$ cat src/hdl/pmc_pkg.sv
// Shared types, constants and the axis clamp function for the mouse packet cursor unit.
`timescale 1ns / 1ps

package pmc_pkg;

	// Coordinate and screen size widths
	localparam int COORD_WIDTH = 13;
	localparam int SIZE_W      = 13;
	localparam int COORD_MAX   = (1 << COORD_WIDTH) - 1;
	localparam int CALC_W      = ((COORD_WIDTH > SIZE_W) ? COORD_WIDTH : SIZE_W) + 2;

	typedef logic [COORD_WIDTH-1:0]   coord_t;
	typedef logic [SIZE_W-1:0]        size_t;
	typedef logic signed [CALC_W-1:0] calc_t;

	// Configuration register indexes
	localparam int CFG_IDX_W = 2;
	localparam logic [CFG_IDX_W-1:0] REG_SCREEN_WIDTH  = CFG_IDX_W'(0);
	localparam logic [CFG_IDX_W-1:0] REG_SCREEN_HEIGHT = CFG_IDX_W'(1);

	// Reset values
	localparam size_t RESET_WIDTH  = SIZE_W'(1024);
	localparam size_t RESET_HEIGHT = SIZE_W'(768);
	localparam coord_t RESET_X = (512 > COORD_MAX) ? coord_t'(COORD_MAX) : coord_t'(512);
	localparam coord_t RESET_Y = (384 > COORD_MAX) ? coord_t'(COORD_MAX) : coord_t'(384);

	// First byte bit positions
	localparam int BIT_LEFT   = 0;
	localparam int BIT_RIGHT  = 1;
	localparam int BIT_MIDDLE = 2;
	localparam int BIT_SYNC   = 3;
	localparam int BIT_X_SIGN = 4;
	localparam int BIT_Y_SIGN = 5;

	// Clamp constants
	localparam calc_t EDGE_MARGIN = calc_t'(8);
	localparam calc_t COORD_MAX_C = calc_t'(COORD_MAX);

	// Clamp a new coordinate below 0 to 0, at or past size to size minus 8,
	// then saturate into the coordinate range
	function automatic coord_t clamp_axis(calc_t v, size_t size);
		calc_t size_ext;
		calc_t w;
		size_ext = calc_t'(size);
		w = v;
		if (w < 0) begin
			w = '0;
		end
		if (w >= size_ext) begin
			w = size_ext - EDGE_MARGIN;
		end
		if (w < 0) begin
			w = '0;
		end
		if (w > COORD_MAX_C) begin
			w = COORD_MAX_C;
		end
		return w[COORD_WIDTH-1:0];
	endfunction

endpackage

$ cat src/hdl/pmc_byte_if.sv
// Valid/ready channel carrying one raw mouse byte.
`timescale 1ns / 1ps

interface pmc_byte_if;
	logic       valid;
	logic       ready;
	logic [7:0] data_byte;

	modport source (output valid, output data_byte, input ready);
	modport sink (input valid, input data_byte, output ready);
endinterface

$ cat src/hdl/pmc_cursor_if.sv
// Valid/ready channel carrying one cursor position and button state.
`timescale 1ns / 1ps

interface pmc_cursor_if;
	import pmc_pkg::*;
	logic   valid;
	logic   ready;
	coord_t cursor_x;
	coord_t cursor_y;
	logic   left_button;
	logic   right_button;
	logic   middle_button;

	modport source (output valid, output cursor_x, output cursor_y, output left_button,
		output right_button, output middle_button, input ready);
	modport sink (input valid, input cursor_x, input cursor_y, input left_button,
		input right_button, input middle_button, output ready);
endinterface

$ cat src/hdl/ps2_mouse_packet_cursor_unit.sv
// Top level: PS/2 mouse packet decoder with clamped cursor tracking.
//
//   channel  dir  payload                                        transfer
//   rx       in   data_byte[7:0]                                 valid & ready
//   cursor   out  cursor_x, cursor_y, left/right/middle_button   valid & ready
//   cfg      in   cfg_index[1:0], cfg_data[12:0]                 cfg_we
//
// One byte per cycle unless a packet's third byte meets a full output: each byte
// is held in the input register, then the packet decode, one add and the clamp
// write the state and the result register, which holds the packet result.
// Reset clears the packet counter and valids; cursor returns to mid screen.
// A result held by a stalled sink blocks only a third byte behind it.
`timescale 1ns / 1ps

module ps2_mouse_packet_cursor_unit (
	input  logic                              clk,
	input  logic                              arst_n,
	pmc_byte_if.sink                          rx,
	pmc_cursor_if.source                      cursor,
	input  logic                              cfg_we,
	input  logic [pmc_pkg::CFG_IDX_W-1:0]     cfg_index,
	input  logic [pmc_pkg::SIZE_W-1:0]        cfg_data
);
	import pmc_pkg::*;

	localparam logic [1:0] IDX_FIRST  = 2'd0;
	localparam logic [1:0] IDX_SECOND = 2'd1;
	localparam logic [1:0] IDX_THIRD  = 2'd2;

	logic       valid_s1;
	logic [7:0] byte_s1;

	logic [1:0] byte_index_q;
	logic [7:0] first_byte_q;
	logic [7:0] second_byte_q;
	coord_t     pos_x_q;
	coord_t     pos_y_q;
	size_t      width_q;
	size_t      height_q;

	logic   out_valid_q;
	coord_t out_x_q;
	coord_t out_y_q;
	logic   out_left_q;
	logic   out_right_q;
	logic   out_middle_q;

	logic   completes;
	logic   out_free;
	logic   advance;
	calc_t  dx;
	calc_t  dy;
	calc_t  sum_x;
	calc_t  sum_y;
	coord_t new_x;
	coord_t new_y;

	// Handshake: a stage-1 byte moves on unless it closes a packet into a full output
	assign completes = valid_s1 && byte_index_q[1];
	assign out_free  = !out_valid_q || cursor.ready;
	assign advance   = valid_s1 && (!completes || out_free);
	assign rx.ready  = !valid_s1 || advance;

	// Sign-extend deltas and compute the new clamped position
	assign dx    = calc_t'($signed({first_byte_q[BIT_X_SIGN], second_byte_q}));
	assign dy    = calc_t'($signed({first_byte_q[BIT_Y_SIGN], byte_s1}));
	assign sum_x = calc_t'(pos_x_q) + dx;
	assign sum_y = calc_t'(pos_y_q) - dy;
	assign new_x = clamp_axis(sum_x, width_q);
	assign new_y = clamp_axis(sum_y, height_q);

	// Input register
	always_ff @(posedge clk or negedge arst_n) begin
		if (!arst_n) begin
			valid_s1 <= 1'b0;
		end else if (rx.ready) begin
			valid_s1 <= rx.valid;
		end
	end

	always_ff @(posedge clk) begin
		if (rx.ready && rx.valid) begin
			byte_s1 <= rx.data_byte;
		end
	end

	// Screen size registers
	always_ff @(posedge clk or negedge arst_n) begin
		if (!arst_n) begin
			width_q  <= RESET_WIDTH;
			height_q <= RESET_HEIGHT;
		end else if (cfg_we) begin
			case (cfg_index)
				REG_SCREEN_WIDTH:  width_q  <= cfg_data;
				REG_SCREEN_HEIGHT: height_q <= cfg_data;
				default: ;
			endcase
		end
	end

	// Packet assembly and cursor update
	always_ff @(posedge clk or negedge arst_n) begin
		if (!arst_n) begin
			byte_index_q  <= IDX_FIRST;
			first_byte_q  <= '0;
			second_byte_q <= '0;
			pos_x_q       <= RESET_X;
			pos_y_q       <= RESET_Y;
		end else if (advance) begin
			case (byte_index_q)
				IDX_FIRST: begin
					// drop bytes without the sync bit to resync
					if (byte_s1[BIT_SYNC]) begin
						first_byte_q <= byte_s1;
						byte_index_q <= IDX_SECOND;
					end
				end
				IDX_SECOND: begin
					second_byte_q <= byte_s1;
					byte_index_q  <= IDX_THIRD;
				end
				default: begin
					byte_index_q <= IDX_FIRST;
					pos_x_q      <= new_x;
					pos_y_q      <= new_y;
				end
			endcase
		end
	end

	// Result register
	always_ff @(posedge clk or negedge arst_n) begin
		if (!arst_n) begin
			out_valid_q <= 1'b0;
		end else if (advance && completes) begin
			out_valid_q <= 1'b1;
		end else if (cursor.ready) begin
			out_valid_q <= 1'b0;
		end
	end

	always_ff @(posedge clk) begin
		if (advance && completes) begin
			out_x_q      <= new_x;
			out_y_q      <= new_y;
			out_left_q   <= first_byte_q[BIT_LEFT];
			out_right_q  <= first_byte_q[BIT_RIGHT];
			out_middle_q <= first_byte_q[BIT_MIDDLE];
		end
	end

	assign cursor.valid         = out_valid_q;
	assign cursor.cursor_x      = out_x_q;
	assign cursor.cursor_y      = out_y_q;
	assign cursor.left_button   = out_left_q;
	assign cursor.right_button  = out_right_q;
	assign cursor.middle_button = out_middle_q;

endmodule
$ cat src/flat_wrapper.sv
// flat-port wrapper written by rule: the top's interface ports become plain ports
module ps2_mouse_packet_cursor_unit_flat import pmc_pkg::*;
  (clk, arst_n, cfg_we, cfg_index, cfg_data, rx_valid, rx_data_byte, rx_ready, cursor_valid, cursor_cursor_x, cursor_cursor_y, cursor_left_button, cursor_right_button, cursor_middle_button, cursor_ready);
  pmc_byte_if rx_i ();
  pmc_cursor_if cursor_i ();
  input  logic clk;
  input  logic arst_n;
  input  logic cfg_we;
  input  logic [pmc_pkg::CFG_IDX_W-1:0] cfg_index;
  input  logic [pmc_pkg::SIZE_W-1:0] cfg_data;
  input wire logic [$bits(rx_i.valid)-1:0] rx_valid;
  input wire logic [$bits(rx_i.data_byte)-1:0] rx_data_byte;
  output wire logic [$bits(rx_i.ready)-1:0] rx_ready;
  output wire logic [$bits(cursor_i.valid)-1:0] cursor_valid;
  output wire logic [$bits(cursor_i.cursor_x)-1:0] cursor_cursor_x;
  output wire logic [$bits(cursor_i.cursor_y)-1:0] cursor_cursor_y;
  output wire logic [$bits(cursor_i.left_button)-1:0] cursor_left_button;
  output wire logic [$bits(cursor_i.right_button)-1:0] cursor_right_button;
  output wire logic [$bits(cursor_i.middle_button)-1:0] cursor_middle_button;
  input wire logic [$bits(cursor_i.ready)-1:0] cursor_ready;
  assign rx_i.valid = rx_valid;
  assign rx_i.data_byte = rx_data_byte;
  assign rx_ready = rx_i.ready;
  assign cursor_valid = cursor_i.valid;
  assign cursor_cursor_x = cursor_i.cursor_x;
  assign cursor_cursor_y = cursor_i.cursor_y;
  assign cursor_left_button = cursor_i.left_button;
  assign cursor_right_button = cursor_i.right_button;
  assign cursor_middle_button = cursor_i.middle_button;
  assign cursor_i.ready = cursor_ready;
  ps2_mouse_packet_cursor_unit u_core (.clk(clk), .arst_n(arst_n), .rx(rx_i), .cursor(cursor_i), .cfg_we(cfg_we), .cfg_index(cfg_index), .cfg_data(cfg_data));
endmodule
$ cat config.mk
export PLATFORM = sky130hd
export DESIGN_NAME = ps2_mouse_packet_cursor_unit_flat
export DESIGN_NICKNAME = d
export VERILOG_FILES = /design/src/hdl/pmc_pkg.sv /design/src/hdl/pmc_byte_if.sv /design/src/hdl/pmc_cursor_if.sv /design/src/hdl/ps2_mouse_packet_cursor_unit.sv /design/src/flat_wrapper.sv
export SDC_FILE = /design/constraint.sdc
export NUM_CORES = 1
export LEC_CHECK = 0
export BUFFER_PORTS_ARGS = -buffer_cell sky130_fd_sc_hd__clkbuf_2
export CAP_MARGIN = 20
export CORE_MARGIN = 2
export CORE_UTILIZATION = 40
export CTS_CLUSTER_DIAMETER = 30
export DETAILED_ROUTE_END_ITERATION = 12
export PLACE_DENSITY_LB_ADDON = 0.2
export SYNTH_ARGS = -nofsm -noshare
export SYNTH_HDL_FRONTEND = slang
export SYNTH_SLANG_ARGS = --single-unit
$ cat constraint.sdc
create_clock -name clk -period 14.8 [get_ports clk]
set_clock_uncertainty 0.15 [all_clocks]
set_input_delay 2.96 -clock clk [delete_from_list [all_inputs] [get_ports clk]]
set_output_delay 2.96 -clock clk [all_outputs]
set_load 0.01 [all_outputs]
### Word-level counts from Yosys, hierarchy flattened

Cells that the tools add are included.

* bits of input ports: 28
* output and inout port bits: 31
* bits in writable memories: 0
* bits in read-only memories: 0
* bits in latches: 0
* bits in registers: 107
* memories: 0
* word-level logic and storage cells: 63

* shift-type cells: 0
* div/mod/pow operators: 0
* add/sub/neg operators: 4
* $lt $le $gt $ge: 8
* bitwise logic cells: 1
* muxes and demuxes: 12
* reductions and logical operators: 20
* multiply operators: 0
* eq/ne operators: 3

Operators by type and width (count)
* $mux 15: 6
* $lt 15x1->1 const B: 4
* $ge 15x14->1: 2
* $gt 15x14->1 const B: 2
* $sub 13x4->14 const B: 2
* $mux 13: 2
* $add 14x9->15: 1
* $sub 14x9->15: 1
* $reduce_and 2->1: 5
* $eq 2x1->1 const B: 2
* $logic_and 1x1->1: 4
* $logic_not 2->1: 2
* $pmux 2 s2: 1
* $logic_not 1->1: 3
* $logic_or 1x1->1: 3
* $reduce_and 3->1: 1
* $mux 1: 2
* $mux 2: 1
* $ne 2x1->1 const B: 1
* $reduce_bool 2->1: 1
* $reduce_or 2->1: 1
* $not 1->1: 1

### Depth between registers and ports, before layout

* word-level depth: 9
* depth in mapped cells: 22
* depth with buffers taken out: 21

### Worst setup path after synthesis

No wires, ideal clock.

* kind: in2out
* start: input port cursor_ready
* end: output port rx_ready
* stages: 2
* path buffers: 0
* data arrival time: 3.213 ns
* required time: 11.690 ns
* setup slack: 8.477 ns
* cell sequence: nor2b_1 > nand3_1

* word-level cells in the longest chain between the ends: 4

Ends and longest elaborated chain
* start: declaration: line flat_wrapper.sv:20 `input wire logic [$bits(cursor_i.ready)-1:0] cursor_ready;`
* $logic_or 1x1->1: line ps2_mouse_packet_cursor_unit.sv:60 `assign out_free = !out_valid_q || cursor.ready;`
* $logic_or 1x1->1: line ps2_mouse_packet_cursor_unit.sv:61 `assign advance = valid_s1 && (!completes || out_free);`
* $logic_and 1x1->1: line ps2_mouse_packet_cursor_unit.sv:61
* $logic_or 1x1->1: line ps2_mouse_packet_cursor_unit.sv:62 `assign rx.ready = !valid_s1 || advance;`
* end: declaration: line flat_wrapper.sv:13 `output wire logic [$bits(rx_i.ready)-1:0] rx_ready;`

No other way between the ends.

### Worst setup path after layout

Ends and elaborated chain as after synthesis.

==> qor.yml <==
synth-compound-area-share_pct: 15.2
drt-vias-per-instance: 5.40
nFillCells: 1558
num_io_pins: 59
syn_avg_cell_area_sq_um: 10.0
dieArea_sq_mm: 0.0176
multi_input_area_sq_mm: 0.00347
finalNonFillerCells: 931
yosys.area.top_type: "dfrtp_1"
worstSetupPathType: "primary input to primary output"
cts_tree: "done"
slew_headroom_pct: 38.5
clockRootBuffer: "clkbuf_16"
hold_buffers: 0
row_count: 46
synth-xor-area-share_pct: 4.62
wire_per_inst_um: 16.6
placedCellCount: 915
final-seq-area_sq_mm: 0.00285
layout.cells.most_common: "nand2_1"
setup_violations: 0
vias: 5032
crit_fanout: 4
grt.total_usage_pct: 18.5
ys_warn_count: 0
drv_cap: 0
grt_overflow: 0
syn_nets: 740
portBuffers: 58
critPathCaptureType: "primary output"
fin_crit_ns: 6.58
synthMuxAreaShare_pct: 8.88
syn_inst: 658
synthAdderAreaFrac_pct: 10.5
period_share_pct: 44.5
grt_pass1_vias: 5150
yosysSeqAreaShare_pct: 43.1
routed_wl_mm: 15.4
drtIter0Drc: 404
finalSetupTns_ns: 0
htreeDepth: 3
fin_hold_ws_ns: 0.298
insertion_delay_ns: 0.35
synth.area.top_cells: "dfrtp_1 (24%), edfxtp_1 (17%), ha_1 (9.9%)"
clkTransAtPathRegs_ns: 0.07
yosysTopAreaCellShare_pct: 23.9
cts.path.max_buffers: 2
synth_top_family_by_area: "compound AO/OA/AOI/OAI gates"
worstMarginPinSlew_ns: 0.922
outcome: "finished clean"
cts_resized: 0
cts_setup_buffers: 0
final_cell_mix: "nand2_1 (66), dfrtp_1 (63), clkbuf_2 (57)"
antenna_cells: 0
drc: 0
cp.arrival_ns: 3.47
final_nets: 792
hold_viol_final: 0
hp-class: "flip-flop to flip-flop"
crit_required_ns: 11.69
cts-buffers-inserted: 9
synth_edf_count: 37
antenna_found_initial: 0
ys_types: 62
start_util_pct: 41.3
drv_slew: 0
first_pass_iters: 6
synthArstFlopShare_pct: 65.1
synth-simple-area-share_pct: 13.3
postLayoutCoreUtil_pct: 46.1
die_h_um: 133
rsz0062_at_grt: "no"
fmax_mhz: 152
dp_hpwl_mm: 11.8
syn-cell-area_sq_mm: 0.00661
crit_path_start_kind: "primary input"
routabilityCongestion: 0.872
die_w_um: 133
area_delta_synth_final_pct: 11.6
grt_pass1_wl_mm: 26.0
ant_nets: 0
grt_max_degree: 70
cts_sinks: 106
coreArea_sq_mm: 0.0160
synth-seq-cells: 106
layout-drive-gt1-share_pct: 18.3
synthFlopType: "dfrtp_1"
-- layout make-up --
class,count,area share [%]
multi-input combinational,480,47.1
sequential,106,38.6
timing repair buffer,62,4.35
tap,216,3.67
clock buffer,11,3.16
inverter,51,2.60
clock inverter,5,0.509
-- per-layer routing --
layer	GRT usage, %	vias to the layer above	share of wire, %
met5	0	-	0
li1	-	2445	-
met4	5.91	0	2.0
met1	24.8	2451	47
met3	3.14	21	3.7
met2	30.3	115	47
-- Yosys cell counts (4+ instances only) --
| master | number |
|---|---|
| mux2i_1 | 14 |
| nor3b_1 | 5 |
| and3_1 | 4 |
| or3_1 | 7 |
| nand2b_1 | 7 |
| a21oi_1 | 29 |
| nand3_1 | 13 |
| nor3_1 | 9 |
| o211ai_1 | 7 |
| xnor2_1 | 23 |
| nor2_1 | 45 |
| inv_1 | 51 |
| o21ai_0 | 43 |
| o21bai_1 | 5 |
| o21a_1 | 5 |
| a31oi_1 | 12 |
| dfstp_2 | 6 |
| edfxtp_1 | 37 |
| nand2_1 | 66 |
| dfrtp_1 | 63 |
| mux2_2 | 37 |
| nor2b_1 | 9 |
| a21o_1 | 19 |
| o31ai_1 | 6 |
| xor2_1 | 10 |
| and2_1 | 5 |
| a211oi_1 | 5 |
| ha_1 | 52 |
| clkbuf_1 | 16 |
-- path summary, 6_finish.rpt --
check | startpoint | end | slack (ns) | depth (start not counted)
setup / recovery | cursor_ready | rx_ready | 8.22 | 4
hold / removal | u_core.first_byte_q[0] | u_core.cursor.left_button | 0.30 | 0
hold reg to reg | u_core.first_byte_q[0] | u_core.cursor.left_button | 0.30 | 0
setup reg to reg | u_core.byte_s1[0] | u_core.cursor.cursor_y[12] | 9.37 | 18
min in group asynchronous | arst_n | u_core.height_q[12] | 2.66 | 2
max in group asynchronous | arst_n | u_core.pos_x_q[12] | 11.22 | 2
-- per-stage QoR --
step / area (sq um) / setup slack (ns)
2_1_floorplan: 6610 / 8.48
3_3_place_gp: 7100 / 8.27
3_5_place_dp: 7100 / 8.21
4_1_cts: 7370 / 8.21
5_1_grt: 7370 / 8.14
6_report: 7370 / 8.22
-- cells by family (layout without fill, tap and decap cells) --
logic type,count (synthesis),in the layout
xor gates and xnor gates,34,34
and+or+nand+nor,185,185
DFF,106,106
muxes,53,53
buffers and inverters,72,129
AOI/OAI and AO/OA,154,154
adders and majority gates,54,54
-- flip-flops by register name, summed over array words and instances (netlist names) --
register / count
u_core.second_byte_q: 8
u_core.cursor.right_button: 1
u_core.pos_x_q: 13
u_core.cursor.cursor_x: 13
u_core.cursor.middle_button: 1
u_core.cursor.left_button: 1
u_core.first_byte_q: 5
u_core.byte_s1: 8
u_core.pos_y_q: 13
u_core.cursor.cursor_y: 13
u_core.valid_s1: 1
u_core.height_q: 13
u_core.width_q: 13
u_core.byte_index_q: 2
u_core.cursor.valid: 1
-- worst max-delay path, stage by stage --
cell,delay (ns)
clkbuf_2,0.09
nor2b_1,0.11
nand3_1,0.14
clkbuf_2,0.16
Power is not shown: default switching activity piles up to over one toggle a cycle in this logic, so the estimate is an artifact.
